--- config.mk ---
export PLATFORM = sky130hd
export DESIGN_NAME = nand_command_sequencer_top
export DESIGN_NICKNAME = d
export VERILOG_FILES = /design/src/rtl/ncs_pkg.sv /design/src/rtl/nand_command_sequencer_top.sv /design/src/rtl/ncs_front.sv /design/src/rtl/ncs_queue.sv /design/src/rtl/ncs_back.sv
export SDC_FILE = /design/constraint.sdc
export NUM_CORES = 1
export LEC_CHECK = 0
export BUFFER_PORTS_ARGS = -buffer_cell sky130_fd_sc_hd__buf_4
export CORE_ASPECT_RATIO = 0.75
export CORE_MARGIN = 2
export CORE_UTILIZATION = 45
export DETAILED_ROUTE_END_ITERATION = 8
export GPL_TIMING_DRIVEN = 0
export PLACE_DENSITY = 0.69
export SLEW_MARGIN = 20
export SYNTH_ARGS = -nofsm -noshare
export SYNTH_HDL_FRONTEND = slang
export SYNTH_SLANG_ARGS = --single-unit
--- constraint.sdc ---
create_clock -name clock -period 9.1 [get_ports clock]
set_input_delay 1.82 -clock clock [delete_from_list [all_inputs] [get_ports clock]]
set_output_delay 1.82 -clock clock [all_outputs]
set_load 0.02 [all_outputs]
--- src/rtl/ncs_pkg.sv ---
package ncs_pkg;

   localparam int MAX_ADDRESS_CYCLES = 4;
   localparam int CNT_W              = 3;
   localparam int STEP_W             = (MAX_ADDRESS_CYCLES > 1) ? $clog2(MAX_ADDRESS_CYCLES) : 1;
   localparam int QUEUE_DEPTH        = 2;
   localparam int POLL_W             = 25;
   localparam int CSR_IDX_W          = 3;
   localparam int CSR_DATA_W         = 32;

   localparam logic [7:0] NO_COMMAND = 8'hFF;
   localparam logic [7:0] STATUS_ERROR_BIT = 8'h01;
   localparam logic [7:0] STATUS_READY_BIT = 8'h40;

   localparam logic [2:0]        ROW_COUNT_RESET    = 3'd3;
   localparam logic [2:0]        COL_COUNT_RESET    = 3'd2;
   localparam logic [31:0]       READ_OPS_RESET     = 32'h90FF3000;
   localparam logic [31:0]       PE_OPS_RESET       = 32'hD0601080;
   localparam logic [23:0]       MISC_OPS_RESET     = 24'hEF70FF;
   localparam logic [23:0]       ECC_WORDS_RESET    = 24'h000890;
   localparam logic [POLL_W-1:0] POLL_LIMIT_RESET   = 25'h1000000;

   typedef enum logic [3:0] {
      MODE_RESET    = 4'd0,
      MODE_READ     = 4'd1,
      MODE_SPARE    = 4'd2,
      MODE_PROGRAM  = 4'd3,
      MODE_DATA     = 4'd4,
      MODE_STROBE   = 4'd5,
      MODE_ERASE    = 4'd6,
      MODE_ID       = 4'd7,
      MODE_FEATURES = 4'd8,
      MODE_POLL     = 4'd9
   } ncs_mode_type;

   typedef enum logic [CSR_IDX_W-1:0] {
      CSR_ROW_COUNT  = 3'd0,
      CSR_COL_COUNT  = 3'd1,
      CSR_READ_OPS   = 3'd2,
      CSR_PE_OPS     = 3'd3,
      CSR_MISC_OPS   = 3'd4,
      CSR_ECC_WORDS  = 3'd5,
      CSR_POLL_LIMIT = 3'd6
   } ncs_csr_type;

   typedef enum logic [2:0] {
      KIND_CMD    = 3'd0,
      KIND_ADDR   = 3'd1,
      KIND_DATA   = 3'd2,
      KIND_STROBE = 3'd3,
      KIND_REPORT = 3'd4
   } ncs_kind_type;

   typedef enum logic [2:0] {
      ST_NONE    = 3'd0,
      ST_READY   = 3'd1,
      ST_BUSY    = 3'd2,
      ST_ERROR   = 3'd3,
      ST_TIMEOUT = 3'd4,
      ST_INVALID = 3'd5
   } ncs_status_type;

   // One request as a fixed template: lead cycle, column bytes, row bytes,
   // optional trailing cycle, then a run of zero data writes.
   typedef struct packed {
      ncs_kind_type   lead_kind;
      logic [7:0]     lead_byte;
      ncs_status_type lead_status;
      logic [CNT_W-1:0] col_count;
      logic [31:0]    col_value;
      logic [CNT_W-1:0] row_count;
      logic [31:0]    row_value;
      logic           trail_valid;
      ncs_kind_type   trail_kind;
      logic [7:0]     trail_byte;
      ncs_status_type trail_status;
      logic [1:0]     zero_count;
   } ncs_job_type;

   function automatic logic [7:0] addr_byte(logic [31:0] value, logic [STEP_W-1:0] idx);
      logic [31:0] sh;
      sh = value >> {idx, 3'b000};
      return sh[7:0];
   endfunction

endpackage

--- src/rtl/nand_command_sequencer_top.sv ---
// NAND command sequencer: each request transferred in on push/full becomes
// one to ten NAND bus cycles transferred out on empty/pop, one result per
// clock while results are popped, with rsp_run_end set on the last result
// of the request. The front end classifies a request in the cycle it is
// transferred (opcode lookup, address cycle counts, status poll
// classification and the busy-poll counter) and writes a compact job
// descriptor into a two-entry queue. The back end walks the descriptor one
// bus cycle per clock into an output register while that register is free
// or popped. A request has one bus cycle for reset, strobe or an invalid
// report, two for poll and ID, and up to ten for a page read with four
// column and four row bytes. Requests can be pushed every clock while the
// queue has room, and a waiting result does not stop the next request from
// being taken. A request is written into the queue, and its first result is
// then registered in the output register. Configuration writes take effect
// the next clock and must only be issued while no request is in flight.
module nand_command_sequencer_top (
   input  logic                            clock,
   input  logic                            reset,
   input  logic                            csr_write_enable,
   input  logic [ncs_pkg::CSR_IDX_W-1:0]   csr_index,
   input  logic [ncs_pkg::CSR_DATA_W-1:0]  csr_write_data,
   input  logic                            push,
   output logic                            full,
   input  logic [3:0]                      req_mode,
   input  logic [31:0]                     req_row_address,
   input  logic [31:0]                     req_column_address,
   input  logic [7:0]                      req_data_byte,
   input  logic                            req_final_byte,
   input  logic                            req_ecc_enable,
   input  logic [7:0]                      req_status_byte,
   output logic                            empty,
   input  logic                            pop,
   output logic [2:0]                      rsp_cycle_kind,
   output logic [7:0]                      rsp_bus_byte,
   output logic [2:0]                      rsp_result_status,
   output logic                            rsp_run_end
);

   ncs_pkg::ncs_job_type front_job;
   ncs_pkg::ncs_job_type head_job;
   logic                 accept;
   logic                 q_empty;
   logic                 job_done;

   // a request transfer happens whenever push is high and the queue has a free slot
   assign accept = push && !full;

   ncs_front u_front (
      .clock              (clock),
      .reset              (reset),
      .csr_write_enable   (csr_write_enable),
      .csr_index          (csr_index),
      .csr_write_data     (csr_write_data),
      .accept             (accept),
      .req_mode           (req_mode),
      .req_row_address    (req_row_address),
      .req_column_address (req_column_address),
      .req_data_byte      (req_data_byte),
      .req_final_byte     (req_final_byte),
      .req_ecc_enable     (req_ecc_enable),
      .req_status_byte    (req_status_byte),
      .job                (front_job)
   );

   // decouples classification from bus cycle generation
   ncs_queue u_queue (
      .clock   (clock),
      .reset   (reset),
      .wr_en   (push),
      .wr_job  (front_job),
      .rd_en   (job_done),
      .rd_job  (head_job),
      .q_full  (full),
      .q_empty (q_empty)
   );

   // one bus cycle per clock into the output register while it is free or popped
   ncs_back u_back (
      .clock             (clock),
      .reset             (reset),
      .job               (head_job),
      .job_valid         (!q_empty),
      .job_done          (job_done),
      .empty             (empty),
      .pop               (pop),
      .rsp_cycle_kind    (rsp_cycle_kind),
      .rsp_bus_byte      (rsp_bus_byte),
      .rsp_result_status (rsp_result_status),
      .rsp_run_end       (rsp_run_end)
   );

`ifndef SYNTHESIS
   // a job retires only while one is queued
   a_done_needs_job: assert property (@(posedge clock) disable iff (reset)
      job_done |-> !q_empty)
      else $error("job retired from empty queue");

   // retiring a job always leaves its last result in the output register
   a_done_marks_end: assert property (@(posedge clock) disable iff (reset)
      job_done |=> (!empty && rsp_run_end))
      else $error("retired job without run end result");

   // a full queue always has work for the back end
   a_full_not_empty: assert property (@(posedge clock) disable iff (reset)
      full |-> !q_empty)
      else $error("queue full and empty at once");

   // after reset nothing is queued or waiting
   a_reset_clear: assert property (@(posedge clock)
      reset |=> (!full && empty && q_empty))
      else $error("state not cleared by reset");
`endif

endmodule

--- src/rtl/ncs_front.sv ---
module ncs_front (
   input  logic                            clock,
   input  logic                            reset,
   input  logic                            csr_write_enable,
   input  logic [ncs_pkg::CSR_IDX_W-1:0]   csr_index,
   input  logic [ncs_pkg::CSR_DATA_W-1:0]  csr_write_data,
   input  logic                            accept,
   input  logic [3:0]                      req_mode,
   input  logic [31:0]                     req_row_address,
   input  logic [31:0]                     req_column_address,
   input  logic [7:0]                      req_data_byte,
   input  logic                            req_final_byte,
   input  logic                            req_ecc_enable,
   input  logic [7:0]                      req_status_byte,
   output ncs_pkg::ncs_job_type            job
);

   logic [2:0]                   row_addr_len_ff, row_addr_len_in;
   logic [2:0]                   col_addr_len_ff, col_addr_len_in;
   logic [31:0]                  read_ops_ff, read_ops_in;
   logic [31:0]                  pe_ops_ff, pe_ops_in;
   logic [23:0]                  misc_ops_ff, misc_ops_in;
   logic [23:0]                  ecc_words_ff, ecc_words_in;
   logic [ncs_pkg::POLL_W-1:0]   poll_limit_ff, poll_limit_in;
   logic [ncs_pkg::POLL_W-1:0]   busy_count_ff, busy_count_in;
   logic [ncs_pkg::POLL_W-1:0]   busy_inc;
   logic [ncs_pkg::CNT_W-1:0]    col_cnt, row_cnt;
   ncs_pkg::ncs_status_type      poll_status;

   always_comb begin
      row_addr_len_in = row_addr_len_ff;
      col_addr_len_in = col_addr_len_ff;
      read_ops_in     = read_ops_ff;
      pe_ops_in       = pe_ops_ff;
      misc_ops_in     = misc_ops_ff;
      ecc_words_in    = ecc_words_ff;
      poll_limit_in   = poll_limit_ff;
      if (csr_write_enable) begin
         unique case (csr_index)
            ncs_pkg::CSR_ROW_COUNT:  row_addr_len_in = csr_write_data[2:0];
            ncs_pkg::CSR_COL_COUNT:  col_addr_len_in = csr_write_data[2:0];
            ncs_pkg::CSR_READ_OPS:   read_ops_in     = csr_write_data;
            ncs_pkg::CSR_PE_OPS:     pe_ops_in       = csr_write_data;
            ncs_pkg::CSR_MISC_OPS:   misc_ops_in     = csr_write_data[23:0];
            ncs_pkg::CSR_ECC_WORDS:  ecc_words_in    = csr_write_data[23:0];
            ncs_pkg::CSR_POLL_LIMIT: poll_limit_in   = csr_write_data[ncs_pkg::POLL_W-1:0];
            default: ;
         endcase
      end
   end

   // counts beyond the address width send nothing
   assign col_cnt = (int'(col_addr_len_ff) > ncs_pkg::MAX_ADDRESS_CYCLES) ?
                    '0 : col_addr_len_ff;
   assign row_cnt = (int'(row_addr_len_ff) > ncs_pkg::MAX_ADDRESS_CYCLES) ?
                    '0 : row_addr_len_ff;

   // busy poll bookkeeping
   assign busy_inc = busy_count_ff + 1'b1;

   always_comb begin
      busy_count_in = busy_count_ff;
      poll_status   = ncs_pkg::ST_BUSY;
      if ((req_status_byte & ncs_pkg::STATUS_ERROR_BIT) != '0) begin
         poll_status   = ncs_pkg::ST_ERROR;
         busy_count_in = '0;
      end else if ((req_status_byte & ncs_pkg::STATUS_READY_BIT) != '0) begin
         poll_status   = ncs_pkg::ST_READY;
         busy_count_in = '0;
      end else if (busy_inc >= poll_limit_ff) begin
         poll_status   = ncs_pkg::ST_TIMEOUT;
         busy_count_in = '0;
      end else begin
         busy_count_in = busy_inc;
      end
      if (req_mode != ncs_pkg::MODE_POLL) begin
         busy_count_in = '0;
      end
   end

   always_comb begin
      job              = '0;
      job.lead_kind    = ncs_pkg::KIND_REPORT;
      job.lead_status  = ncs_pkg::ST_INVALID;
      job.trail_kind   = ncs_pkg::KIND_CMD;
      job.trail_status = ncs_pkg::ST_NONE;
      unique case (req_mode)
         ncs_pkg::MODE_RESET: begin
            job.lead_kind   = ncs_pkg::KIND_CMD;
            job.lead_byte   = misc_ops_ff[7:0];
            job.lead_status = ncs_pkg::ST_NONE;
         end
         ncs_pkg::MODE_READ: begin
            job.lead_kind   = ncs_pkg::KIND_CMD;
            job.lead_byte   = read_ops_ff[7:0];
            job.lead_status = ncs_pkg::ST_NONE;
            job.col_count   = col_cnt;
            job.col_value   = req_column_address;
            job.row_count   = row_cnt;
            job.row_value   = req_row_address;
            job.trail_valid = (read_ops_ff[15:8] != ncs_pkg::NO_COMMAND);
            job.trail_byte  = read_ops_ff[15:8];
         end
         ncs_pkg::MODE_SPARE: begin
            if (read_ops_ff[23:16] != ncs_pkg::NO_COMMAND) begin
               job.lead_kind   = ncs_pkg::KIND_CMD;
               job.lead_byte   = read_ops_ff[23:16];
               job.lead_status = ncs_pkg::ST_NONE;
               job.col_count   = col_cnt;
               job.col_value   = req_column_address;
               job.row_count   = row_cnt;
               job.row_value   = req_row_address;
            end
         end
         ncs_pkg::MODE_PROGRAM: begin
            job.lead_kind   = ncs_pkg::KIND_CMD;
            job.lead_byte   = pe_ops_ff[7:0];
            job.lead_status = ncs_pkg::ST_NONE;
            job.col_count   = col_cnt;
            job.row_count   = row_cnt;
            job.row_value   = req_row_address;
         end
         ncs_pkg::MODE_DATA: begin
            job.lead_kind   = ncs_pkg::KIND_DATA;
            job.lead_byte   = req_data_byte;
            job.lead_status = ncs_pkg::ST_NONE;
            job.trail_valid = req_final_byte && (pe_ops_ff[15:8] != ncs_pkg::NO_COMMAND);
            job.trail_byte  = pe_ops_ff[15:8];
         end
         ncs_pkg::MODE_STROBE: begin
            job.lead_kind   = ncs_pkg::KIND_STROBE;
            job.lead_status = ncs_pkg::ST_NONE;
         end
         ncs_pkg::MODE_ERASE: begin
            job.lead_kind   = ncs_pkg::KIND_CMD;
            job.lead_byte   = pe_ops_ff[23:16];
            job.lead_status = ncs_pkg::ST_NONE;
            job.row_count   = row_cnt;
            job.row_value   = req_row_address;
            job.trail_valid = (pe_ops_ff[31:24] != ncs_pkg::NO_COMMAND);
            job.trail_byte  = pe_ops_ff[31:24];
         end
         ncs_pkg::MODE_ID: begin
            job.lead_kind   = ncs_pkg::KIND_CMD;
            job.lead_byte   = read_ops_ff[31:24];
            job.lead_status = ncs_pkg::ST_NONE;
            job.col_count   = ncs_pkg::CNT_W'(1);
         end
         ncs_pkg::MODE_FEATURES: begin
            if (misc_ops_ff[23:16] != ncs_pkg::NO_COMMAND) begin
               job.lead_kind   = ncs_pkg::KIND_CMD;
               job.lead_byte   = misc_ops_ff[23:16];
               job.lead_status = ncs_pkg::ST_NONE;
               job.col_count   = ncs_pkg::CNT_W'(1);
               job.col_value   = {24'd0, ecc_words_ff[7:0]};
               job.trail_valid = 1'b1;
               job.trail_kind  = ncs_pkg::KIND_DATA;
               job.trail_byte  = req_ecc_enable ? ecc_words_ff[15:8] : ecc_words_ff[23:16];
               job.zero_count  = 2'd3;
            end
         end
         ncs_pkg::MODE_POLL: begin
            job.lead_kind    = ncs_pkg::KIND_CMD;
            job.lead_byte    = misc_ops_ff[15:8];
            job.lead_status  = ncs_pkg::ST_NONE;
            job.trail_valid  = 1'b1;
            job.trail_kind   = ncs_pkg::KIND_STROBE;
            job.trail_byte   = req_status_byte;
            job.trail_status = poll_status;
         end
         default: ;
      endcase
   end

   always_ff @(posedge clock) begin
      if (reset) begin
         row_addr_len_ff <= ncs_pkg::ROW_COUNT_RESET;
         col_addr_len_ff <= ncs_pkg::COL_COUNT_RESET;
         read_ops_ff     <= ncs_pkg::READ_OPS_RESET;
         pe_ops_ff       <= ncs_pkg::PE_OPS_RESET;
         misc_ops_ff     <= ncs_pkg::MISC_OPS_RESET;
         ecc_words_ff    <= ncs_pkg::ECC_WORDS_RESET;
         poll_limit_ff   <= ncs_pkg::POLL_LIMIT_RESET;
         busy_count_ff   <= '0;
      end else begin
         row_addr_len_ff <= row_addr_len_in;
         col_addr_len_ff <= col_addr_len_in;
         read_ops_ff     <= read_ops_in;
         pe_ops_ff       <= pe_ops_in;
         misc_ops_ff     <= misc_ops_in;
         ecc_words_ff    <= ecc_words_in;
         poll_limit_ff   <= poll_limit_in;
         if (accept) begin
            busy_count_ff <= busy_count_in;
         end
      end
   end

endmodule

--- src/rtl/ncs_queue.sv ---
module ncs_queue (
   input  logic                  clock,
   input  logic                  reset,
   input  logic                  wr_en,
   input  ncs_pkg::ncs_job_type  wr_job,
   input  logic                  rd_en,
   output ncs_pkg::ncs_job_type  rd_job,
   output logic                  q_full,
   output logic                  q_empty
);

   localparam int PTR_W = (ncs_pkg::QUEUE_DEPTH > 1) ? $clog2(ncs_pkg::QUEUE_DEPTH) : 1;
   localparam int CNT_W = $clog2(ncs_pkg::QUEUE_DEPTH + 1);

   ncs_pkg::ncs_job_type slot_ff [ncs_pkg::QUEUE_DEPTH];
   logic [PTR_W-1:0] wr_ptr_ff, wr_ptr_in;
   logic [PTR_W-1:0] rd_ptr_ff, rd_ptr_in;
   logic [CNT_W-1:0] count_ff, count_in;
   logic             do_wr, do_rd;

   assign q_full  = (count_ff == CNT_W'(ncs_pkg::QUEUE_DEPTH));
   assign q_empty = (count_ff == '0);
   assign do_wr   = wr_en && !q_full;
   assign do_rd   = rd_en && !q_empty;
   assign rd_job  = slot_ff[rd_ptr_ff];

   always_comb begin
      wr_ptr_in = wr_ptr_ff;
      rd_ptr_in = rd_ptr_ff;
      count_in  = count_ff;
      if (do_wr) begin
         wr_ptr_in = (wr_ptr_ff == PTR_W'(ncs_pkg::QUEUE_DEPTH - 1)) ? '0 : wr_ptr_ff + 1'b1;
      end
      if (do_rd) begin
         rd_ptr_in = (rd_ptr_ff == PTR_W'(ncs_pkg::QUEUE_DEPTH - 1)) ? '0 : rd_ptr_ff + 1'b1;
      end
      if (do_wr && !do_rd) begin
         count_in = count_ff + 1'b1;
      end else if (do_rd && !do_wr) begin
         count_in = count_ff - 1'b1;
      end
   end

   always_ff @(posedge clock) begin
      if (reset) begin
         wr_ptr_ff <= '0;
         rd_ptr_ff <= '0;
         count_ff  <= '0;
      end else begin
         wr_ptr_ff <= wr_ptr_in;
         rd_ptr_ff <= rd_ptr_in;
         count_ff  <= count_in;
      end
   end

   always_ff @(posedge clock) begin
      if (do_wr) begin
         slot_ff[wr_ptr_ff] <= wr_job;
      end
   end

endmodule

--- src/rtl/ncs_back.sv ---
module ncs_back (
   input  logic                  clock,
   input  logic                  reset,
   input  ncs_pkg::ncs_job_type  job,
   input  logic                  job_valid,
   output logic                  job_done,
   output logic                  empty,
   input  logic                  pop,
   output logic [2:0]            rsp_cycle_kind,
   output logic [7:0]            rsp_bus_byte,
   output logic [2:0]            rsp_result_status,
   output logic                  rsp_run_end
);

   typedef enum logic [4:0] {
      PH_LEAD  = 5'b00001,
      PH_COL   = 5'b00010,
      PH_ROW   = 5'b00100,
      PH_TRAIL = 5'b01000,
      PH_ZERO  = 5'b10000
   } ncs_phase_type;

   ncs_phase_type                 phase_ff, phase_in;
   logic [ncs_pkg::STEP_W-1:0]    idx_ff, idx_in;
   logic                          out_valid_ff, out_valid_in;
   logic [2:0]                    kind_ff, status_ff;
   logic [7:0]                    byte_ff;
   logic                          end_ff;

   logic                          advance;
   logic [ncs_pkg::CNT_W-1:0]     idx_plus;
   logic                          stay;
   logic [4:0]                    avail, later, cand, pick;
   logic                          last;
   ncs_pkg::ncs_kind_type         cur_kind;
   ncs_pkg::ncs_status_type       cur_status;
   logic [7:0]                    cur_byte;

   assign advance  = job_valid && (!out_valid_ff || pop);
   assign idx_plus = ncs_pkg::CNT_W'(idx_ff) + 1'b1;

   always_comb begin
      cur_kind   = ncs_pkg::KIND_ADDR;
      cur_status = ncs_pkg::ST_NONE;
      cur_byte   = '0;
      stay       = 1'b0;
      unique case (phase_ff)
         PH_LEAD: begin
            cur_kind   = job.lead_kind;
            cur_byte   = job.lead_byte;
            cur_status = job.lead_status;
         end
         PH_COL: begin
            cur_byte = ncs_pkg::addr_byte(job.col_value, idx_ff);
            stay     = idx_plus < job.col_count;
         end
         PH_ROW: begin
            cur_byte = ncs_pkg::addr_byte(job.row_value, idx_ff);
            stay     = idx_plus < job.row_count;
         end
         PH_TRAIL: begin
            cur_kind   = job.trail_kind;
            cur_byte   = job.trail_byte;
            cur_status = job.trail_status;
         end
         PH_ZERO: begin
            cur_kind = ncs_pkg::KIND_DATA;
            stay     = idx_plus < ncs_pkg::CNT_W'(job.zero_count);
         end
         default: ;
      endcase
   end

   // next non-empty phase after the current one: lowest set bit above it
   assign avail = {job.zero_count != '0, job.trail_valid, job.row_count != '0,
                   job.col_count != '0, 1'b0};
   assign later = ~(phase_ff | (phase_ff - 5'd1));
   assign cand  = avail & later;
   assign pick  = cand & (~cand + 5'd1);
   assign last  = !stay && (cand == '0);

   assign job_done = advance && last;

   always_comb begin
      phase_in = phase_ff;
      idx_in   = idx_ff;
      if (advance) begin
         if (stay) begin
            idx_in = idx_plus[ncs_pkg::STEP_W-1:0];
         end else begin
            idx_in   = '0;
            phase_in = last ? PH_LEAD : ncs_phase_type'(pick);
         end
      end
   end

   always_comb begin
      out_valid_in = out_valid_ff;
      if (advance) begin
         out_valid_in = 1'b1;
      end else if (pop) begin
         out_valid_in = 1'b0;
      end
   end

   always_ff @(posedge clock) begin
      if (reset) begin
         phase_ff     <= PH_LEAD;
         idx_ff       <= '0;
         out_valid_ff <= 1'b0;
      end else begin
         phase_ff     <= phase_in;
         idx_ff       <= idx_in;
         out_valid_ff <= out_valid_in;
      end
   end

   always_ff @(posedge clock) begin
      if (advance) begin
         kind_ff   <= cur_kind;
         byte_ff   <= cur_byte;
         status_ff <= cur_status;
         end_ff    <= last;
      end
   end

   assign empty             = !out_valid_ff;
   assign rsp_cycle_kind    = kind_ff;
   assign rsp_bus_byte      = byte_ff;
   assign rsp_result_status = status_ff;
   assign rsp_run_end       = end_ff;

endmodule

==> results.ini, run 1 <==
[clock_network]
clk_path_buf_depth = 3
postCtsResizedCells = 0
hold_buffers = 0
tritoncts = done
htreeDepth = 2
cts-root-buf = clkbuf_16
postCtsSetupBuffers = 0
cts_buffers = 40
path_clk_slew_ns = 0.07
clk-insertion-delay-late_ns = 0.56
cts_num_sinks = 390

[global_route]
overflow = 0
grt_pass1_vias = 12400
grt_pass1_wl_um = 74500
grt_start_max_net_pins = 27
grt_usage = 0.245
grt_antenna_before_repair = 1

[sta]
clock_skew_ns = 0.0374
timing.slew.headroom = 0.251
finalCriticalPeriod_ns = 4.51
worstMarginPinSlew_ns = 1.11
max_freq_mhz = 222
drv_slew = 0
hold_viol_final = 0
min_period_over_period = 0.495
setup-violations-final = 0
rsz0062_at_grt = no
setup_tns_ns = 0

[drt]
vias = 13200
wirelength_um = 49700
drt_pass1_iterations = 6
drc_errors = 0
final_antenna_net_count = 0
drt_iter0_markers = 1416
wl_per_cell_um = 21.5
drt-vias-per-instance = 5.71

[setup_path]
worstReg2RegEnd = u_front.busy_count_ff[2]
worstPathRequired_ns = 9.50
cp.arrival_ns = 4.90
cp_top_family = simple AND/OR/NAND/NOR gates
cp_slowest_cell = nor4_4
crit_path_start = u_front.busy_count_ff[0]
slowest_delay_ns = 0.46
criticalPathCategory = register to register
critPathMaxFanout = 10
worstRegToRegCells = 15
r2r-start = u_front.busy_count_ff[0]
crit_chain = ha_1 -> nand3_2 -> nor4_4 -> nand3_1 -> o21ai_0 -> nand2_1 -> ha_1 -> nand2_1 -> nor4_1 -> nand4_1 -> o2111ai_1 -> clkbuf_1 -> buf_2 -> o21bai_1 -> a21oi_1
rrSetupSlack_ns = 4.59
crit_path_end_kind = register
path_buf_inv = 2
worstSetupStartpointType = register

[power_and_ir_drop]
p_total_mw = 4.68
cellPowerDensity_nw_per_um2 = 230
power_leakage_nw = 7.32
vdd_ir_drop_max_v = 0.000139

[die]
placementRows = 61
die_area_sq_um = 39800
die_h_um = 173
initial_core_util = 0.460
fp.dieW_um = 230
io_pins = 143
placeableCoreArea_sq_um = 37400

[synthesis]
avgSynthCellArea_sq_um = 10.8
ys.flop_type = edfxtp_1
synth_area_sq_um = 17200
synth-edff-count = 209
ys_seq_area_frac = 0.576
yosys_register_bits = 390
yosysTopAreaCellShare = 0.365
synth_top_area_cell = edfxtp_1
yosys_warnings = 0
yosysUniqueCellTypes = 60
synthCells = 1589
async_flop_share = 0
synth_nets = 1748
netlist_top_cells_area = edfxtp_1 36%, dfxtp_1 21%, nand2_1 7.4%

[place]
place_area_sq_um = 19100
hpwlAfterDp_um = 36100
place_congestion = 0.916
numPortBuffers = 139

[job]
drv_cap = 0

[layout]
layout.nets = 1937
design_area_sq_um = 20300
area_growth_pct = 18.1
drive_gt1_frac = 0.149

[hold_path]
min_to = u_front.ecc_words_ff[23]
hold_depth = 2
hold_start = u_front.ecc_words_ff[23]
hp-class = register to register

[outcome]
status = finished clean

==> logic make-up after synthesis <==
kind of cell               count (synthesis)  share of synthesized area
xor gates and xnor gates                  25                     0.0127
DFF                                      390                      0.576
buffers and inverters                    136                     0.0306
AOI/OAI and AO/OA                        283                      0.104
and+or+nand+nor                          629                      0.175
adders and majority gates                 33                     0.0244
muxes                                     93                     0.0778
==> per-stage QoR <==
step	utilization	std cells	setup WS, ns	hold slack (ns)
global route	0.543	2311	4.12	0.465
global placement	0.505	2232	-0.937	0.441
detailed placement	0.510	2240	4.58	0.447
finish	0.543	2312	4.59	0.456
floorplan	-	1589	1.97	0.436
CTS	0.543	2311	4.61	0.455
==> Yosys cell counts (6+ instances only) <==
| cell | n |
|---|---|
| nand2_1 | 339 |
| edfxtp_1 | 209 |
| dfxtp_1 | 181 |
| a21oi_1 | 130 |
| clkbuf_1 | 78 |
| nand3_1 | 62 |
| mux2i_1 | 56 |
| nor2_1 | 46 |
| nor2b_1 | 41 |
| inv_1 | 39 |
| o21ai_0 | 33 |
| ha_1 | 32 |
| mux4_2 | 32 |
| and2_1 | 27 |
| or3_1 | 21 |
| nand4_1 | 19 |
| xnor2_1 | 18 |
| a221oi_1 | 17 |
| a21o_1 | 16 |
| a22o_1 | 16 |
| a22oi_1 | 16 |
| nor3_1 | 14 |
| buf_2 | 13 |
| nand2b_1 | 11 |
| o22ai_1 | 10 |
| a221o_1 | 9 |
| a222oi_1 | 8 |
| or3b_1 | 8 |
| o211ai_1 | 7 |
| or4_1 | 7 |
| xor2_1 | 7 |
| a31oi_1 | 6 |
==> worst register-to-register path: cells and delay by family, from the launching register on <==
| kind | cells | cell delay (ns) |
|---|---|---|
| AO/OA/AOI/OAI | 4 | 0.79 |
| adder cells (fa/ha/maj) | 2 | 0.65 |
| buffers and inverters | 2 | 0.67 |
| flip-flops | 1 | 0.45 |
| AND/OR/NAND/NOR | 7 | 1.80 |
==> final cells by class <==
cell class	count	area (sq um)
plain buffers	94	369
diodes	1	2.50
repair buffers	147	1230
well taps	504	631
inverters	42	158
clock buffers	58	1130
fillers	3235	17100
clock inverters	13	95.1
flip-flops and latches	390	9900
multi-input cells	1063	6800
==> registers in the layout, indices dropped and copies added (netlist names), named ones only <==
register                  count
u_back.out_valid_ff           1
u_queue.rd_ptr_ff             1
u_queue.count_ff              2
u_queue.slot_ff             194
u_back.rsp_bus_byte           8
u_front.pe_ops_ff            32
u_queue.wr_ptr_ff             1
u_front.read_ops_ff          32
u_front.busy_count_ff        25
u_back.rsp_run_end            1
u_front.misc_ops_ff          24
u_front.ecc_words_ff         24
u_front.row_addr_len_ff       3
u_front.col_addr_len_ff       3
u_back.rsp_cycle_kind         3
u_back.idx_ff                 2
u_back.rsp_result_status      3
u_front.poll_limit_ff        25
u_back.phase_ff               5
==> power by group <==
part / internal, mW / switching (mW) / total, mW
Clock: 0.891 / 0.675 / 1.57
Combinational: 0.357 / 0.568 / 0.924
Sequential: 2.11 / 0.0746 / 2.19
Total: 3.36 / 1.32 / 4.68
==> worst max-delay path by stage <==
stage,end,depth (start not counted)
after detailed placement,u_queue.slot_ff[1][51],7
final,u_front.busy_count_ff[2],15
after global routing,u_front.busy_count_ff[2],15
after floorplan,u_queue.slot_ff[1][100],5
after global placement,u_queue.slot_ff[1][71],6
after CTS,u_front.busy_count_ff[2],15
==> cells in the final DEF, fill, tap and decap left out, drive strengths merged, types with 17 or more instances in the layout <==
| cell type | count |
|---|---|
| nand2 | 339 |
| edfxtp | 209 |
| dfxtp | 181 |
| buf | 163 |
| clkbuf | 136 |
| a21oi | 130 |
| nand3 | 64 |
| mux2i | 56 |
| nor2 | 46 |
| nor2b | 41 |
| inv | 41 |
| o21ai | 33 |
| mux4 | 32 |
| ha | 32 |
| and2 | 29 |
| or3 | 21 |
| nand4 | 20 |
| xnor2 | 18 |
| a221oi | 17 |
==> routing by layer <==
| layer | vias to the layer above | routed length, um | GRT usage |
|---|---|---|---|
| li1 | 6125 | - | - |
| met1 | 6409 | 22100 | 0.367 |
| met2 | 589 | 21900 | 0.371 |
| met3 | 74 | 4500 | 0.0413 |
| met4 | 0 | 1150 | 0.0618 |
| met5 | - | 0 | 0 |
Note: power is estimated with default switching activity, not from simulation.
==> run 2: changes to the inputs <==
--- a/config.mk
+++ b/config.mk
@@ -5,6 +5,7 @@
 export SDC_FILE = /design/constraint.sdc
 export NUM_CORES = 1
 export LEC_CHECK = 0
+export ABC_AREA = 1
 export BUFFER_PORTS_ARGS = -buffer_cell sky130_fd_sc_hd__buf_4
 export CORE_ASPECT_RATIO = 0.75
 export CORE_MARGIN = 2
==> constraint.sdc (replaced) <==
create_clock -name clock -period 4.4 [get_ports clock]
set_input_delay 0.88 -clock clock [delete_from_list [all_inputs] [get_ports clock]]
set_output_delay 0.88 -clock clock [all_outputs]
set_load 0.02 [all_outputs]
==> run 2 against run 1 <==
Setup slack got worse by 3.8 ns. Total power rose by 110%. Clock skew fell by 0.0058 ns. Critical path depth rose by 3. Routed wire length rose by 18%. Via count rose by 19%. Fmax rose by 25%. Core utilization fell by 0.37 points. Die area rose by 3.9%. Flip-flop and latch count did not move. Critical endpoint is now u_queue.slot_ff[0][4].
==> results.ini, run 2 <==
[layout]
area_growth_pct = 18.7
top_regs = u_queue.slot_ff (194), u_front.pe_ops_ff (32), u_front.read_ops_ff (32)
seq_area_sq_um = 9900
design_area_sq_um = 21200
stdcell_count = 2846
drive_gt1_frac = 0.121
fillers = 3592
top_register = u_queue.slot_ff
largest_reg_flops = 194
multiInputGateArea_sq_um = 6750
final_common_cell = nor2_1
fin_util = 0.539
mostFrequentLayoutCells = 398 x nor2_1, 356 x nand2_1, 209 x edfxtp_1, 204 x inv_1, 190 x o21ai_0
antenna_cells = 0
layout.nets = 2452

[synthesis]
synth_area_sq_um = 17900
yosys_register_bits = 390
yosys.area_share.simple = 0.227
synth_fa_ha_area_frac = 0.0235
ys.flop_type = edfxtp_1
yosysTopAreaCellShare = 0.351
synth_xor_area_frac = 0.00539
synth-compound-area-share = 0.119
synthCells = 2101
avgSynthCellArea_sq_um = 8.51
yosysUniqueCellTypes = 52
synth_common_cells = 400 x nor2_1, 356 x nand2_1, 209 x edfxtp_1
yosysMostFrequentCell = nor2_1
ys_seq_area_frac = 0.554
synth-edff-count = 209
synth_top_area_cell = edfxtp_1
async_flop_share = 0
synth_mux_area_frac = 0.00112
synth_nets = 2260
netlist_top_cells_area = edfxtp_1 35%, dfxtp_1 20%, nor2_1 8.4%
synth_top_family_by_area = simple AND/OR/NAND/NOR gates
yosys_warnings = 0

[setup_path]
r2r-start = u_front.busy_count_ff[0]
crit_path_start = u_front.busy_count_ff[0]
worstPathRequired_ns = 4.68
cp.arrival_ns = 3.89
worstSetupStartpointType = register
worstReg2RegEnd = u_queue.slot_ff[0][4]
endpoint = u_queue.slot_ff[0][4]
worstRegToRegCells = 18
critPathMaxFanout = 10
rrSetupSlack_ns = 0.78
criticalPathCategory = register to register
crit_path_end_kind = register

[sta]
min_period_over_period = 0.822
timing.slew.headroom = 0.294
hold_viol_final = 0
worstMarginPinSlew_ns = 1.05
hold_slack_ns = 0.456
setup-violations-final = 0
finalCriticalPeriod_ns = 3.62
clock_skew_ns = 0.0316
rsz0062_at_grt = no
max_freq_mhz = 277
drv_slew = 0

[clock_network]
cts-root-buf = clkbuf_16
postCtsResizedCells = 0
cts_num_sinks = 390
tritoncts = done
postCtsSetupBuffers = 0
clk_path_buf_depth = 3
cts_buffers = 41
path_clk_slew_ns = 0.06
clk-insertion-delay-late_ns = 0.55
htreeDepth = 2
hold_buffers = 0

[drt]
vias = 15700
dr_wl_met2_um = 24000
final_antenna_net_count = 0
dr.max_layer_used = met5
drt_iter0_markers = 1904
drc_errors = 0
routed-wl-met3_um = 6470
drt_pass1_iterations = 5
drt-vias-per-instance = 5.53
met1_length_um = 26400
wl_per_cell_um = 20.5
wirelength_um = 58400

[global_route]
grt_usage = 0.280
grt_pass1_vias = 14500
grt_start_max_net_pins = 25
grt_pass1_wl_um = 86400
overflow = 0
grt_antenna_before_repair = 2

[power_and_ir_drop]
power_leakage_nw = 8.92
clkPwrFrac = 0.368
p_switching_mw = 2.87
vdd_ir_drop_max_v = 0.000290
p_int_mw = 7.00
power_frac_seq = 0.442
swShare = 0.291
combPwrFrac = 0.190
cellPowerDensity_nw_per_um2 = 465

[job]
drv_cap = 0

[die]
die_h_um = 177
io_pins = 143
placeableCoreArea_sq_um = 39300
die_area_sq_um = 41400
fp.dieW_um = 234
placementRows = 63
initial_core_util = 0.455

[place]
hpwlAfterDp_um = 43000
placed_cells = 2770
place_congestion = 0.991
place_area_sq_um = 19800
numPortBuffers = 141

[outcome]
status = finished clean

[hold_path]
hp-class = register to register

-- run 2: cell count changes in the layout (fill, tap and decap cells not counted), sizes merged, moves of 28 or more --
cell and change:
nand3 +62, o21ai +161, mux4 -32, nand4 +29, and2 -28, nor2b -41, nor2 +360, inv +172
mux2i -54
-- run 2: power groups by stage --
stage,clock (mW),combinational [mW],sequential (mW)
after detailed placement,0,1.83,4.44
after CTS,3.65,1.84,4.37
after global routing,3.80,2.03,4.39
final,3.63,1.87,4.36
after global placement,0,1.73,4.47
after floorplan,0,0.967,4.51
-- run 2: kinds of logic (layout without fill, tap and decap cells) --
group | Yosys count | after routing
adder cells (fa/ha/maj) | 33 | 33
multiplexers | 2 | 2
AND/OR/NAND/NOR | 965 | 965
flip-flops | 390 | 390
buffers and inverters | 317 | 542
AO/OA/AOI/OAI | 383 | 383
XOR/XNOR | 11 | 11
-- run 2: area by class of cell --
type / instances / area share
Clock inverter: 18 / 0.00831
Inverter: 214 / 0.0379
Timing Repair Buffer: 149 / 0.0581
Clock buffer: 58 / 0.0590
Sequential cell: 390 / 0.467
Multi-Input combinational cell: 1394 / 0.318
Tap cell: 520 / 0.0307
Buffer: 103 / 0.0215
-- run 2: worst max-delay path: stages (launching register included) --
cell	delay (ns)
dfxtp_1	0.45
ha_1	0.24
nand3_1	0.19
nor2_1	0.34
nand3_1	0.14
xor2_1	0.31
inv_1	0.09
ha_1	0.32
a21oi_1	0.16
nor2_1	0.05
nor2_1	0.08
nand2_1	0.05
nand2_1	0.05
nand2_1	0.06
nor2_2	0.30
buf_2	0.28
nand2_1	0.08
nand4_1	0.09
inv_1	0.06
-- run 2: worst min path at each step --
stage / start / endpoint / depth (start not counted)
after global placement: u_front.ecc_words_ff[10] / u_front.ecc_words_ff[10] / 2
final: u_front.ecc_words_ff[12] / u_front.ecc_words_ff[12] / 2
after global routing: u_front.pe_ops_ff[6] / u_front.pe_ops_ff[6] / 2
after floorplan: u_front.misc_ops_ff[14] / u_front.misc_ops_ff[14] / 2
after detailed placement: u_front.pe_ops_ff[21] / u_front.pe_ops_ff[21] / 2
after CTS: u_front.ecc_words_ff[12] / u_front.ecc_words_ff[12] / 2
-- run 2: routing by layer --
layer,vias up,track usage
met5,-,0
met4,4,0.0796
met3,106,0.0741
met2,765,0.397
met1,7426,0.419
li1,7432,-
-- run 2: metrics by stage --
| step | TNS, ns | setup slack (ns) | power (mW) |
|---|---|---|---|
| after floorplan | 0 | 0.226 | 5.48 |
| after detailed placement | 0 | 0.834 | 6.28 |
| after global routing | 0 | 0.490 | 10.2 |
| final | 0 | 0.784 | 9.87 |
| after CTS | 0 | 0.817 | 9.86 |
| after global placement | -271.17 | -1.53 | 6.20 |
